===== src/rtl/sgr_pkg.sv =====
`timescale 1ns / 1ps
// Package for the SGR colour tracker: byte codes, phase encoding, colour
// and result types, parameter default. No dependencies.
package sgr_pkg;

  localparam int MAX_BODY_BYTES_DEF = 16;

  localparam logic [7:0] CH_ESC   = 8'h1B;
  localparam logic [7:0] CH_LBRKT = 8'h5B;
  localparam logic [7:0] CH_M     = 8'h6D;
  localparam logic [7:0] CH_SEMI  = 8'h3B;
  localparam logic [7:0] CH_0     = 8'h30;
  localparam logic [7:0] CH_9     = 8'h39;

  localparam int TOKEN_W = 7;
  localparam logic [TOKEN_W-1:0] TOKEN_SAT = 7'd127;

  localparam logic [TOKEN_W-1:0] CODE_RESET  = 7'd0;
  localparam logic [TOKEN_W-1:0] CODE_FG_LO  = 7'd30;
  localparam logic [TOKEN_W-1:0] CODE_FG_HI  = 7'd37;
  localparam logic [TOKEN_W-1:0] CODE_BG_LO  = 7'd40;
  localparam logic [TOKEN_W-1:0] CODE_BG_HI  = 7'd47;

  typedef enum logic [2:0] {
    PH_WAIT = 3'b001,
    PH_TYPE = 3'b010,
    PH_BODY = 3'b100
  } phase_t;

  typedef struct packed {
    logic       vld;
    logic [2:0] idx;
  } color_t;

  localparam color_t COLOR_UNSET = '{vld: 1'b0, idx: 3'd0};

  typedef struct packed {
    logic       fg_valid;
    logic [2:0] fg_color;
    logic       bg_valid;
    logic [2:0] bg_color;
    logic       committed;
  } sgr_result_t;

endpackage


===== src/rtl/sgr_if.sv =====
`timescale 1ns / 1ps
// Stream interfaces for the SGR colour tracker: byte input and colour result.
// Valid/ready handshake; no package dependency.
interface sgr_byte_if;
  logic       valid;
  logic       ready;
  logic [7:0] byte_in;

  modport source (output valid, output byte_in, input ready);
  modport sink   (input valid, input byte_in, output ready);
endinterface

interface sgr_color_if;
  logic       valid;
  logic       ready;
  logic       fg_valid;
  logic [2:0] fg_color;
  logic       bg_valid;
  logic [2:0] bg_color;
  logic       committed;

  modport source (output valid, output fg_valid, output fg_color, output bg_valid,
                  output bg_color, output committed, input ready);
  modport sink   (input valid, input fg_valid, input fg_color, input bg_valid,
                  input bg_color, input committed, output ready);
endinterface


===== src/rtl/sgr_parser.sv =====
`timescale 1ns / 1ps
// Escape sequence parser: holds parse and colour state, computes the result
// for one byte. Depends on sgr_pkg.
module sgr_parser #(
  parameter int MAX_BODY_BYTES = sgr_pkg::MAX_BODY_BYTES_DEF
) (
  input  logic                clk,
  input  logic                rst_n,
  input  logic                step,
  input  logic [7:0]          byte_in,
  output sgr_pkg::sgr_result_t result
);
  import sgr_pkg::*;

  localparam int BL_W = $clog2(MAX_BODY_BYTES + 1);
  localparam logic [BL_W-1:0] BL_MAX = BL_W'(MAX_BODY_BYTES);

  phase_t            phase_r, phase_nxt;
  logic [BL_W-1:0]   blen_r, blen_nxt;
  logic [TOKEN_W-1:0] tok_r, tok_nxt;
  logic              tok_dig_r, tok_dig_nxt;
  logic              err_r, err_nxt;
  color_t            pfg_r, pfg_nxt, pbg_r, pbg_nxt;
  color_t            cfg_r, cfg_nxt, cbg_r, cbg_nxt;

  // token close: apply the finished parameter to the pending colours
  color_t            pfg_cl, pbg_cl;
  logic [10:0]       acc;
  logic [BL_W-1:0]   blen_inc;
  logic              commit;

  always_comb begin
    pfg_cl = pfg_r;
    pbg_cl = pbg_r;
    if (tok_dig_r && !err_r) begin
      if (tok_r == CODE_RESET) begin
        pfg_cl = COLOR_UNSET;
        pbg_cl = COLOR_UNSET;
      end else if (tok_r inside {[CODE_FG_LO:CODE_FG_HI]}) begin
        pfg_cl = '{vld: 1'b1, idx: 3'(tok_r - CODE_FG_LO)};
      end else if (tok_r inside {[CODE_BG_LO:CODE_BG_HI]}) begin
        pbg_cl = '{vld: 1'b1, idx: 3'(tok_r - CODE_BG_LO)};
      end
    end
  end

  // tok*10 + digit, at most 1279
  assign acc = {1'b0, tok_r, 3'b000} + {3'b000, tok_r, 1'b0}
             + {7'd0, 4'(byte_in - CH_0)};
  assign blen_inc = blen_r + BL_W'(1);

  always_comb begin
    phase_nxt   = phase_r;
    blen_nxt    = blen_r;
    tok_nxt     = tok_r;
    tok_dig_nxt = tok_dig_r;
    err_nxt     = err_r;
    pfg_nxt     = pfg_r;
    pbg_nxt     = pbg_r;
    cfg_nxt     = cfg_r;
    cbg_nxt     = cbg_r;
    commit      = 1'b0;
    case (phase_r)
      PH_TYPE: begin
        if (byte_in == CH_LBRKT) begin
          phase_nxt   = PH_BODY;
          blen_nxt    = '0;
          tok_nxt     = '0;
          tok_dig_nxt = 1'b0;
          err_nxt     = 1'b0;
          pfg_nxt     = cfg_r;
          pbg_nxt     = cbg_r;
        end else begin
          phase_nxt = PH_WAIT;
        end
      end
      PH_BODY: begin
        if (byte_in == CH_M) begin
          tok_nxt     = '0;
          tok_dig_nxt = 1'b0;
          pfg_nxt     = pfg_cl;
          pbg_nxt     = pbg_cl;
          if (err_r) begin
            cfg_nxt = COLOR_UNSET;
            cbg_nxt = COLOR_UNSET;
          end else begin
            cfg_nxt = pfg_cl;
            cbg_nxt = pbg_cl;
          end
          commit    = 1'b1;
          phase_nxt = PH_WAIT;
        end else begin
          if (byte_in inside {[CH_0:CH_9]}) begin
            tok_nxt     = (acc > 11'(TOKEN_SAT)) ? TOKEN_SAT : acc[TOKEN_W-1:0];
            tok_dig_nxt = 1'b1;
          end else if (byte_in == CH_SEMI) begin
            tok_nxt     = '0;
            tok_dig_nxt = 1'b0;
            pfg_nxt     = pfg_cl;
            pbg_nxt     = pbg_cl;
          end else begin
            err_nxt = 1'b1;
          end
          blen_nxt = blen_inc;
          if (blen_inc >= BL_MAX) phase_nxt = PH_WAIT;
        end
      end
      default: begin
        // waiting, and any stray phase code
        phase_nxt = (byte_in == CH_ESC) ? PH_TYPE : PH_WAIT;
      end
    endcase
  end

  always_ff @(posedge clk) begin
    if (!rst_n) begin
      phase_r   <= PH_WAIT;
      blen_r    <= '0;
      tok_r     <= '0;
      tok_dig_r <= 1'b0;
      err_r     <= 1'b0;
      pfg_r     <= COLOR_UNSET;
      pbg_r     <= COLOR_UNSET;
      cfg_r     <= COLOR_UNSET;
      cbg_r     <= COLOR_UNSET;
    end else if (step) begin
      phase_r   <= phase_nxt;
      blen_r    <= blen_nxt;
      tok_r     <= tok_nxt;
      tok_dig_r <= tok_dig_nxt;
      err_r     <= err_nxt;
      pfg_r     <= pfg_nxt;
      pbg_r     <= pbg_nxt;
      cfg_r     <= cfg_nxt;
      cbg_r     <= cbg_nxt;
    end
  end

  assign result.fg_valid  = cfg_nxt.vld;
  assign result.fg_color  = cfg_nxt.vld ? cfg_nxt.idx : 3'd0;
  assign result.bg_valid  = cbg_nxt.vld;
  assign result.bg_color  = cbg_nxt.vld ? cbg_nxt.idx : 3'd0;
  assign result.committed = commit;

endmodule


===== src/rtl/ansi_sgr_color_parser.sv =====
`timescale 1ns / 1ps
// SGR colour tracker, top level. An input beat reaches its result beat through
// the input register, then the result register. Throughput: one byte per cycle
// while the receiver does not hold ready low; the parser steps once per byte.
// Synchronous active-low reset: colours unset, parser waiting for ESC, both
// registers empty. Depends on sgr_pkg, sgr_if and sgr_parser.
module ansi_sgr_color_parser #(
  parameter int MAX_BODY_BYTES = sgr_pkg::MAX_BODY_BYTES_DEF
) (
  input  logic  clk,
  input  logic  rst_n,
  sgr_byte_if.sink    in_bus,
  sgr_color_if.source out_bus
);
  import sgr_pkg::*;

  // input register
  logic        s1_valid_r;
  logic [7:0]  s1_byte_r;
  // result register
  logic        out_valid_r;
  sgr_result_t out_res_r;

  sgr_result_t res;
  logic        adv;

  // the held byte moves on when the result register is free or being drained
  assign adv          = s1_valid_r && (!out_valid_r || out_bus.ready);
  assign in_bus.ready = !s1_valid_r || adv;

  sgr_parser #(
    .MAX_BODY_BYTES (MAX_BODY_BYTES)
  ) u_parser (
    .clk     (clk),
    .rst_n   (rst_n),
    .step    (adv),
    .byte_in (s1_byte_r),
    .result  (res)
  );

  always_ff @(posedge clk) begin
    if (!rst_n) begin
      s1_valid_r <= 1'b0;
    end else if (in_bus.ready) begin
      s1_valid_r <= in_bus.valid;
    end
  end

  always_ff @(posedge clk) begin
    if (in_bus.ready && in_bus.valid) s1_byte_r <= in_bus.byte_in;
  end

  always_ff @(posedge clk) begin
    if (!rst_n) begin
      out_valid_r <= 1'b0;
    end else if (adv) begin
      out_valid_r <= 1'b1;
    end else if (out_bus.ready) begin
      out_valid_r <= 1'b0;
    end
  end

  always_ff @(posedge clk) begin
    if (adv) out_res_r <= res;
  end

  assign out_bus.valid     = out_valid_r;
  assign out_bus.fg_valid  = out_res_r.fg_valid;
  assign out_bus.fg_color  = out_res_r.fg_color;
  assign out_bus.bg_valid  = out_res_r.bg_valid;
  assign out_bus.bg_color  = out_res_r.bg_color;
  assign out_bus.committed = out_res_r.committed;

endmodule


===== src/flat_wrapper.sv =====
// flat-port wrapper written by rule: the top's interface ports become plain ports
module ansi_sgr_color_parser_flat import sgr_pkg::*;
#(
  parameter int MAX_BODY_BYTES = sgr_pkg::MAX_BODY_BYTES_DEF
)
  (clk, rst_n, in_bus_valid, in_bus_byte_in, in_bus_ready, out_bus_valid, out_bus_fg_valid, out_bus_fg_color, out_bus_bg_valid, out_bus_bg_color, out_bus_committed, out_bus_ready);
  sgr_byte_if in_bus_i ();
  sgr_color_if out_bus_i ();
  input  logic clk;
  input  logic rst_n;
  input wire logic [$bits(in_bus_i.valid)-1:0] in_bus_valid;
  input wire logic [$bits(in_bus_i.byte_in)-1:0] in_bus_byte_in;
  output wire logic [$bits(in_bus_i.ready)-1:0] in_bus_ready;
  output wire logic [$bits(out_bus_i.valid)-1:0] out_bus_valid;
  output wire logic [$bits(out_bus_i.fg_valid)-1:0] out_bus_fg_valid;
  output wire logic [$bits(out_bus_i.fg_color)-1:0] out_bus_fg_color;
  output wire logic [$bits(out_bus_i.bg_valid)-1:0] out_bus_bg_valid;
  output wire logic [$bits(out_bus_i.bg_color)-1:0] out_bus_bg_color;
  output wire logic [$bits(out_bus_i.committed)-1:0] out_bus_committed;
  input wire logic [$bits(out_bus_i.ready)-1:0] out_bus_ready;
  assign in_bus_i.valid = in_bus_valid;
  assign in_bus_i.byte_in = in_bus_byte_in;
  assign in_bus_ready = in_bus_i.ready;
  assign out_bus_valid = out_bus_i.valid;
  assign out_bus_fg_valid = out_bus_i.fg_valid;
  assign out_bus_fg_color = out_bus_i.fg_color;
  assign out_bus_bg_valid = out_bus_i.bg_valid;
  assign out_bus_bg_color = out_bus_i.bg_color;
  assign out_bus_committed = out_bus_i.committed;
  assign out_bus_i.ready = out_bus_ready;
  ansi_sgr_color_parser #(.MAX_BODY_BYTES(MAX_BODY_BYTES)) u_core (.clk(clk), .rst_n(rst_n), .in_bus(in_bus_i), .out_bus(out_bus_i));
endmodule

===== config.mk =====
export PLATFORM = sky130hd
export DESIGN_NAME = ansi_sgr_color_parser_flat
export DESIGN_NICKNAME = d
export VERILOG_FILES = /design/src/rtl/sgr_pkg.sv /design/src/rtl/sgr_if.sv /design/src/rtl/sgr_parser.sv /design/src/rtl/ansi_sgr_color_parser.sv /design/src/flat_wrapper.sv
export SDC_FILE = /design/constraint.sdc
export NUM_CORES = 1
export LEC_CHECK = 0
export ABC_AREA = 1
export ABC_CLOCK_PERIOD_IN_PS = 5200
export BUFFER_PORTS_ARGS = -buffer_cell sky130_fd_sc_hd__buf_2
export CORE_ASPECT_RATIO = 0.7
export CORE_UTILIZATION = 65
export DETAILED_ROUTE_END_ITERATION = 10
export PLACE_DENSITY = 0.85
export SETUP_SLACK_MARGIN = 0.05
export SYNTH_ARGS = -nofsm -noshare
export SYNTH_HDL_FRONTEND = slang
export SYNTH_SLANG_ARGS = --single-unit

===== constraint.sdc =====
create_clock -name clk -period 5.2 [get_ports clk]
set_clock_uncertainty 0.2 [all_clocks]
set_input_delay 0.78 -clock clk [delete_from_list [all_inputs] [get_ports clk]]
set_output_delay 0.78 -clock clk [all_outputs]
set_load 0.03 [all_outputs]

==> results.json, run 1 <==
{
  "run_status": "finished clean",
  "cpPeakStageDelay_ns": 0.58,
  "cts_buffers": 5,
  "fillCellCount": 338,
  "rsz0062_at_grt": "false",
  "finalCriticalPeriod_ns": 2.93,
  "finalCritPeriodShare_pct": 56.4,
  "netlist.area_leader.share_pct": 22.6,
  "ys.flop_type": "dfxtp_1",
  "clk_latency_ns": 0.31,
  "min_path_type": "flip-flop to flip-flop",
  "p_seq_share_pct": 58.9,
  "route.detailed.drc": 0,
  "cp.arrival_ns": 2.90,
  "htreeDepth": 2,
  "path_clk_slew_ns": 0.10,
  "ios": 23,
  "die_w_um": 84.6,
  "crit_path_top_delay_cell": "fa_1",
  "synth_commonest_cells": "nand2_1, inv_1, nor2_1",
  "synth-seq-area-share_pct": 39.0,
  "wirelength_um": 6630,
  "rows": 20,
  "crit_fanout": 7,
  "switching_share_pct": 26.8,
  "seq_area_um2": 1210,
  "p_leak_nw": 1.55,
  "cts_setup_buffers": 0,
  "final_area_um2": 3350,
  "grt_first_pass_wirelength_um": 11000,
  "routabilityCongestion": 0.858,
  "drive_above_1_share_pct": 14.0,
  "ir_drop_mv": 0.173,
  "total_power_w": 0.000755,
  "die_height_um": 59.8,
  "core_area_um2": 4450,
  "r2r_cells": 11,
  "setup_viol": 0,
  "hold_ws_ns": 0.291,
  "detail-route-antenna-nets": 0,
  "slew_viol_final": 0,
  "synth_area_leader_cell": "dfxtp_1",
  "vias_per_cell": 5.70,
  "combPwrFrac_pct": 9.0,
  "fin_nets": 467,
  "cts_tree": "built",
  "hold_buffers": 0,
  "syn_inst": 413,
  "crit_path_start_kind": "flip-flop",
  "track_usage_pct": 27.8,
  "tightestPinTransition_ns": 0.942,
  "globalRouteOverflowTotal": 0,
  "criticalPathCategory": "flip-flop to flip-flop",
  "path_buf_inv": 2,
  "vias": 2803,
  "start_util_pct": 69.7,
  "max_freq_mhz": 341,
  "synth_enable_flop_cells": 17,
  "internal-power_w": 0.000553,
  "ctsResizeCount": 0,
  "ys_ff_latch": 52,
  "post-route-util_pct": 75.1,
  "synthesis.area_um2": 3100,
  "synth.avg_cell_area_um2": 7.52,
  "area_growth_pct": 7.78,
  "grt_antenna_before_repair": 0,
  "clock_path_buffers": 2,
  "drt_iter0_markers": 222,
  "grt_pass1_vias": 2521,
  "pwr-share-clk_pct": 32.1,
  "dr.pass1.iters": 8,
  "hold_viol": 0,
  "placed_cell_area_um2": 3260,
  "slew-limit-headroom_pct": 37.1,
  "synth_area_leaders": "dfxtp_1, edfxtp_1, nand2_1",
  "grt_start_max_net_pins": 29,
  "path_cells": "inv_1, fa_1, inv_1, ha_1, a21oi_1, or2_2, nand3_1, a21boi_1, nand3_1, nand2_1, a21oi_1",
  "hold_path_depth": 2,
  "die_area_um2": 5060,
  "diodes": 0,
  "cts_root_buf": "clkbuf_8",
  "timing.max_cap.violations": 0,
  "synth_nets": 444,
  "port_buffers": 22,
  "fin_setup_tns_ns": 0,
  "synth_cell_types": 34,
  "ys_async_sr_fraction_pct": 0,
  "cp_data_required_time_ns": 5.16,
  "path_delay_family": "adder cells",
  "crit_path_end_kind": "flip-flop",
  "multi_input_area_um2": 1660,
  "cp.depth": 11,
  "wl_per_cell_um": 13.5,
  "power_density_nw_per_um2": 226,
  "cts.sinks": 52,
  "yosysMostFrequentCell": "nand2_1",
  "switchingPower_w": 0.000203,
  "yosys_warnings": 0,
  "dpl.hpwl_um": 4760
}
-- final timing paths --
kind | endpoint | start | slack [ns]
setup / recovery | u_core.u_parser.tok_r[1] | u_core.u_parser.tok_r[2] | 2.27
hold / removal | u_core.u_parser.pfg_r[3] | u_core.u_parser.pfg_r[3] | 0.29
setup reg to reg | u_core.u_parser.tok_r[1] | u_core.u_parser.tok_r[2] | 2.27
hold reg to reg | u_core.u_parser.pfg_r[3] | u_core.u_parser.pfg_r[3] | 0.29
-- final cells by class --
class	instances	area share (%)
multi-input combinational	299	49.5
sequential	52	36.2
inverter	56	6.28
timing repair buffer	22	3.29
clock buffer	5	2.06
tap	55	2.06
clock inverter	3	0.598
-- layer usage --
metal / GRT usage, % / wire (µm) / up-vias
met5: 0 / 0 / -
met4: 10.4 / 131 / 0
met3: 5.25 / 384 / 19
met2: 47.2 / 3030 / 96
met1: 36.2 / 3080 / 1287
li1: - / - / 1401
-- tightest hold or removal path, stage by stage (launching register included) --
cell     delay [ns]
dfxtp_1        0.33
nand2_1        0.06
a21oi_1        0.06
-- state kept, by name, indices dropped and copies added (netlist names) --
register and count:
u_core.u_parser.cfg_r 4, u_core.u_parser.pfg_r 4, u_core.u_parser.phase_r 3, u_core.out_bus.bg_valid 1, u_core.u_parser.cbg_r 4, u_core.s1_valid_r 1
u_core.u_parser.pbg_r 4, u_core.out_bus.bg_color 3, u_core.u_parser.blen_r 5, u_core.out_bus.committed 1, u_core.s1_byte_r 8, u_core.out_bus.fg_valid 1
u_core.u_parser.tok_dig_r 1, u_core.out_bus.fg_color 3, u_core.u_parser.err_r 1, u_core.out_bus.valid 1, u_core.u_parser.tok_r 7
-- stage by stage --
stage,cells,setup slack (ns)
2_1_floorplan,413,2.70
3_3_place_gp,484,2.37
3_5_place_dp,484,2.29
4_1_cts,492,2.29
5_1_grt,492,2.10
6_report,492,2.27
-- cell usage in the layout (no fill, tap or decap), types with 3 or more instances in the layout --
master,instances
nor3_1,5
nand4_1,16
ha_1,17
nor2_1,40
nand2_2,6
or2_2,3
o21ai_0,11
inv_1,50
xnor2_1,3
xor2_1,4
a21oi_1,36
clkbuf_8,5
nand3_1,35
nand2_1,99
buf_2,22
inv_2,5
dfxtp_1,35
nor2_4,6
edfxtp_1,17
-- power by group through the flow --
stage	Sequential, W	Clock (W)	Combinational (W)
after floorplan	0.000460	0	0.0000438
after global placement	0.000453	0	0.0000651
after detailed placement	0.000454	0	0.0000676
after CTS	0.000445	0.000242	0.0000682
after global routing	0.000447	0.000263	0.0000757
final	0.000445	0.000242	0.0000680
-- logic make-up (layout without fill, tap and decap cells) --
family	after synthesis	in the layout	share of synthesized area [%]
XOR/XNOR	7	7	1.98
AND/OR/NAND/NOR	219	219	33.6
buffers and inverters	62	86	7.62
adder cells (fa/ha/maj)	19	19	8.14
flip-flops	52	52	39.0
AO/OA/AOI/OAI	54	54	9.63
No activity file was read; power rests on OpenSTA's default activity.
==> run 2, diff against run 1 <==
ABC_CLOCK_PERIOD_IN_PS = 2800   (was 5200)
CORE_UTILIZATION = 60   (was 65)
PLACE_DENSITY = 0.8   (was 0.85)
clock period = 2.8 ns   (was 5.2 ns; I/O delays follow)
==> run 2 against run 1 <==
First-iteration DRC count grew 5.4%. Flip-flop and latch count is the same. Via count shrank 0.18%. Largest cell class unchanged. Sequential share of layout area shrank 0.87 points. Critical path type unchanged. Largest power group unchanged. Non-clock buffer count grew 4.
==> results.json, run 2 (synthesis gave the netlist of run 1 again) <==
{
  "max_freq_mhz": 399,
  "drive_above_1_share_pct": 15.2,
  "run_status": "finished clean",
  "cts_tree": "built",
  "cp.arrival_ns": 2.47,
  "pwr-share-clk_pct": 33.9,
  "core_area_um2": 4890,
  "power_density_nw_per_um2": 420,
  "tightestPinTransition_ns": 0.749,
  "hold_viol": 0,
  "finalCritPeriodShare_pct": 89.6,
  "r2r-start": "u_core.s1_byte_r[3]",
  "place_inst": 502,
  "p_seq_share_pct": 57.3,
  "crit_fanout": 7,
  "vias": 2798,
  "regMostFlops": "u_core.s1_byte_r",
  "hold_ws_ns": 0.0820,
  "slew-limit-headroom_pct": 50.0,
  "r2r_end": "u_core.u_parser.tok_r[5]",
  "hold_buffers": 0,
  "area_growth_pct": 10.4,
  "hold_path_depth": 1,
  "final_cells": 510,
  "route.detailed.drc": 0,
  "crit_path_end_kind": "flip-flop",
  "internal-power_w": 0.00108,
  "fin_nets": 471,
  "most-common-layout-cells": "nand2_1, inv_1, nor2_1",
  "cp_data_required_time_ns": 2.76,
  "cts_root_buf": "clkbuf_8",
  "top_layer": "met4",
  "path_cells": "inv_1, fa_1, inv_1, ha_1, a21oi_1, or2_2, nand3_1, a21boi_4, nand3_1, nand2_1, a21oi_1",
  "cts_buffers": 5,
  "grt_pass1_vias": 2634,
  "die_w_um": 88.0,
  "drt_iter0_markers": 234,
  "switchingPower_w": 0.000358,
  "fin_setup_tns_ns": 0,
  "cpPeakStageDelay_ns": 0.53,
  "ios": 23,
  "clk_latency_ns": 0.30,
  "vias_per_cell": 5.49,
  "largest_reg_flops": 8,
  "rows": 21,
  "r2r_setup_slack_ns": 0.29,
  "port_buffers": 22,
  "start_util_pct": 63.5,
  "grt_antenna_before_repair": 0,
  "layout_commonest_cell": "nand2_1",
  "detail-route-antenna-nets": 0,
  "timing.max_cap.violations": 0,
  "wl_per_cell_um": 13.1,
  "wirelength_um": 6690,
  "globalRouteOverflowTotal": 0,
  "die_area_um2": 5470,
  "combPwrFrac_pct": 8.8,
  "track_usage_pct": 26.7,
  "routabilityCongestion": 0.859,
  "wl_met3_um": 420,
  "crit_path_start_kind": "flip-flop",
  "crit_path_top_delay_cell": "fa_1",
  "whs_endpoint": "u_core.s1_byte_r[1]",
  "finalCriticalPeriod_ns": 2.51,
  "r2r_cells": 11,
  "die_height_um": 62.2,
  "rsz0062_at_grt": "false",
  "path_delay_family": "adder cells",
  "switching_share_pct": 24.9,
  "criticalPathCategory": "flip-flop to flip-flop",
  "clock_path_buffers": 2,
  "top_regs": "u_core.s1_byte_r x8, u_core.u_parser.tok_r x7, u_core.u_parser.blen_r x5",
  "m1WireLength_um": 3150,
  "min_from": "in_bus_byte_in[1]",
  "diodes": 0,
  "dr.pass1.iters": 7,
  "final_area_um2": 3430,
  "cts.sinks": 52,
  "grt_first_pass_wirelength_um": 11600,
  "dr_wl_met2_um": 3080,
  "cp.depth": 11,
  "placed_cell_area_um2": 3300,
  "path_clk_slew_ns": 0.10,
  "p_leak_nw": 1.59,
  "path_buf_inv": 2,
  "dpl.hpwl_um": 4880,
  "ir_drop_mv": 0.265,
  "setup_viol": 0,
  "htreeDepth": 2,
  "grt_start_max_net_pins": 25,
  "min_path_type": "primary input to flip-flop",
  "slew_viol_final": 0
}
==> run 2: cell types whose count changed in the layout (fill, tap and decap cells not counted) <==
cell       delta
buf_4         +4
a21boi_1      -1
a21boi_4      +1
clkbuf_1      +1
clkbuf_16     +1
clkinv_2      -1
inv_4         -1
nand2_1       -1
nand2_2       +1
o21ai_0       -1
o21ai_2       +1
==> run 2: timing repair <==
item	CTS	global route
gates resized for setup	0	5
buffers inserted	0	0
endpoints found under the setup margin	0	7
==> run 2: worst max-delay path by stage <==
stage                               end  slack [ns]                startpoint
2_1_floorplan  u_core.u_parser.tok_r[0]        0.30  u_core.u_parser.tok_r[0]
3_3_place_gp   u_core.u_parser.tok_r[5]        0.24  u_core.u_parser.tok_r[0]
3_5_place_dp   u_core.u_parser.tok_r[3]        0.15       u_core.s1_byte_r[3]
4_1_cts        u_core.u_parser.tok_r[3]        0.13       u_core.s1_byte_r[3]
5_1_grt        u_core.u_parser.tok_r[4]        0.06  u_core.u_parser.tok_r[0]
6_report       u_core.u_parser.tok_r[5]        0.29       u_core.s1_byte_r[3]
==> run 2: cell type report <==
| type | instances | area [µm²] |
|---|---|---|
| well taps | 69 | 86.3 |
| clock inverters | 1 | 8.76 |
| inverters | 56 | 210 |
| multi-input cells | 299 | 1670 |
| repair buffers | 26 | 140 |
| fillers | 430 | 1460 |
| flip-flops and latches | 52 | 1210 |
| clock buffers | 7 | 97.6 |
==> run 2: layer usage <==
layer | vias up | global-route usage, %
met5 | - | 0
li1 | 1406 | -
met1 | 1291 | 37.0
met4 | 0 | 6.97
met2 | 95 | 43.0
met3 | 6 | 4.79
==> run 2: per-stage QoR <==
stage | utilization (%) | setup WS, ns | total power (W)
final | 70.1 | 0.292 | 0.00144
after global routing | 70.1 | 0.0566 | 0.00150
after CTS | 69.8 | 0.131 | 0.00145
after detailed placement | 67.6 | 0.150 | 0.000970
after global placement | 67.6 | 0.243 | 0.000963
after floorplan | - | 0.297 | 0.000935
==> run 2: worst register-to-register path, stage by stage, from the launching register on <==
cell	delay, ns
edfxtp_1	0.43
inv_1	0.08
fa_1	0.54
inv_1	0.06
ha_1	0.18
a21oi_1	0.17
or2_2	0.14
nand3_1	0.11
a21boi_4	0.24
nand3_1	0.10
nand2_1	0.07
a21oi_1	0.06
==> run 2: power groups by stage <==
stage | Clock [W] | Sequential (W) | Combinational [W]
2_1_floorplan | 0 | 0.000854 | 0.0000814
3_3_place_gp | 0 | 0.000841 | 0.000122
3_5_place_dp | 0 | 0.000843 | 0.000127
4_1_cts | 0.000493 | 0.000826 | 0.000127
5_1_grt | 0.000525 | 0.000829 | 0.000143
6_report | 0.000488 | 0.000826 | 0.000127
==> run 3, diff against run 2 <==
CORE_UTILIZATION = 55   (was 60)
PLACE_DENSITY = 0.74   (was 0.8)
==> run 3 against run 2 <==
Critical path depth is the same. First-iteration DRC count shrank 33%. Combinational power is essentially flat. Wire length shrank 4.7%. Largest power group unchanged.
==> results.json, run 3 (synthesis gave the netlist of run 1 again) <==
{
  "max_freq_mhz": 397,
  "diodes": 0,
  "ios": 23,
  "power_density_nw_per_um2": 455,
  "dr.pass1.iters": 4,
  "internal-power_w": 0.00121,
  "rows": 22,
  "p_seq_share_pct": 52.3,
  "drt_iter0_markers": 157,
  "wirelength_um": 6370,
  "regMostFlops": "u_core.s1_byte_r",
  "cp.arrival_ns": 2.49,
  "combPwrFrac_pct": 8.1,
  "die_height_um": 64.9,
  "clk_latency_ns": 0.31,
  "most-common-layout-cells": "nand2_1, inv_1, nor2_1",
  "dpl.hpwl_um": 4720,
  "crit_path_start_kind": "flip-flop",
  "cpPeakStageDelay_ns": 0.59,
  "hold_buffers": 0,
  "finalCritPeriodShare_pct": 90.1,
  "grt_start_max_net_pins": 24,
  "cts_buffers": 5,
  "fin_nets": 471,
  "top_regs": "u_core.s1_byte_r x8, u_core.u_parser.tok_r x7, u_core.u_parser.blen_r x5",
  "htreeDepth": 2,
  "placed_cell_area_um2": 3300,
  "largest_reg_flops": 8,
  "clock_path_buffers": 2,
  "drive_above_1_share_pct": 15.9,
  "setup_viol": 0,
  "path_cells": "inv_1, fa_1, inv_1, ha_1, a21oi_2, or2_2, nand3_2, a21boi_4, nand3_1, nand2_1, a21oi_1",
  "start_util_pct": 58.1,
  "switching_share_pct": 23.5,
  "crit_fanout": 7,
  "cts_root_buf": "clkbuf_8",
  "criticalPathCategory": "flip-flop to flip-flop",
  "port_buffers": 22,
  "cts.sinks": 52,
  "cts_tree": "built",
  "routabilityCongestion": 0.896,
  "slew_viol_final": 0,
  "grt_antenna_before_repair": 0,
  "path_clk_slew_ns": 0.10,
  "grt_pass1_vias": 2462,
  "layout_commonest_cell": "nand2_1",
  "core_area_um2": 5340,
  "grt_first_pass_wirelength_um": 10900,
  "crit_path_end_kind": "flip-flop",
  "pwr-share-clk_pct": 39.6,
  "timing.max_cap.violations": 0,
  "globalRouteOverflowTotal": 0,
  "route.detailed.drc": 0,
  "run_status": "finished clean",
  "area_growth_pct": 11.9,
  "p_leak_nw": 1.61,
  "hold_viol": 0,
  "fin_setup_tns_ns": 0,
  "slew-limit-headroom_pct": 51.5,
  "vias": 2734,
  "ir_drop_mv": 0.268,
  "cp_data_required_time_ns": 2.77,
  "crit_path_top_delay_cell": "fa_1",
  "die_area_um2": 5950,
  "die_w_um": 91.8,
  "switchingPower_w": 0.000370,
  "cpMostUsedCell": "inv_1",
  "rsz0062_at_grt": "false",
  "track_usage_pct": 22.8,
  "detail-route-antenna-nets": 0,
  "min_path_type": "primary input to flip-flop",
  "path_buf_inv": 2,
  "wl_per_cell_um": 12.4,
  "final_area_um2": 3470,
  "tightestPinTransition_ns": 0.727,
  "finalCriticalPeriod_ns": 2.52,
  "path_delay_family": "adder cells",
  "vias_per_cell": 5.33,
  "post-route-util_pct": 65.0
}
## run 3: worst reg2reg max path, delay by kind of cell, from the launching register on
kind | cells | cell delay (ns)
fa+ha+maj | 2 | 0.80
buf+inv | 2 | 0.15
compound gates | 3 | 0.45
flops | 1 | 0.39
simple gates | 4 | 0.38
## run 3: power groups by stage
| stage | Clock, W | Sequential (W) | Combinational [W] |
|---|---|---|---|
| after global placement | 0 | 0.000841 | 0.000123 |
| after detailed placement | 0 | 0.000843 | 0.000126 |
| after global routing | 0.000666 | 0.000828 | 0.000144 |
| after CTS | 0.000636 | 0.000826 | 0.000127 |
| final | 0.000626 | 0.000825 | 0.000128 |
| after floorplan | 0 | 0.000854 | 0.0000814 |
## run 3: stage by stage
| step | setup WS [ns] | total power, W | hold slack [ns] | instances |
|---|---|---|---|---|
| 6_report | 0.278 | 0.00158 | 0.0715 | 513 |
| 4_1_cts | 0.106 | 0.00159 | 0.0686 | 512 |
| 3_3_place_gp | 0.238 | 0.000964 | 0.253 | 504 |
| 3_5_place_dp | 0.136 | 0.000969 | 0.259 | 504 |
| 2_1_floorplan | 0.297 | 0.000935 | 0.244 | 413 |
| 5_1_grt | 0.0976 | 0.00164 | 0.0608 | 513 |
## run 3: timing repair
action	in CTS	in global routing
setup buffers	0	1
gates resized for setup	0	7
endpoints found under the setup margin	0	7
## run 3: layout make-up
cell class | count | area [µm²]
fillers | 488 | 1870
flip-flops and latches | 52 | 1210
clock buffers | 5 | 68.8
clock inverters | 3 | 68.8
repair buffers | 26 | 140
well taps | 72 | 90.1
inverters | 56 | 210
multi-input cells | 299 | 1680
## run 3: path summary, 6_finish.rpt
check	depth (start not counted)	slack, ns	from	endpoint
worst min register to register	2	0.28	u_core.u_parser.pfg_r[3]	u_core.u_parser.pfg_r[3]
worst max register to register	11	0.28	u_core.s1_byte_r[3]	u_core.u_parser.tok_r[4]
worst min-delay path	1	0.07	in_bus_byte_in[7]	u_core.s1_byte_r[7]
worst max-delay path	11	0.28	u_core.s1_byte_r[3]	u_core.u_parser.tok_r[4]
## run 3: layer usage
| layer | global-route usage, % | routed length, µm | up-vias |
|---|---|---|---|
| met4 | 6.64 | 70 | 0 |
| met2 | 36.8 | 2860 | 76 |
| met1 | 31.1 | 3050 | 1240 |
| met3 | 4.34 | 392 | 10 |
| met5 | 0 | 0 | - |
| li1 | - | - | 1408 |
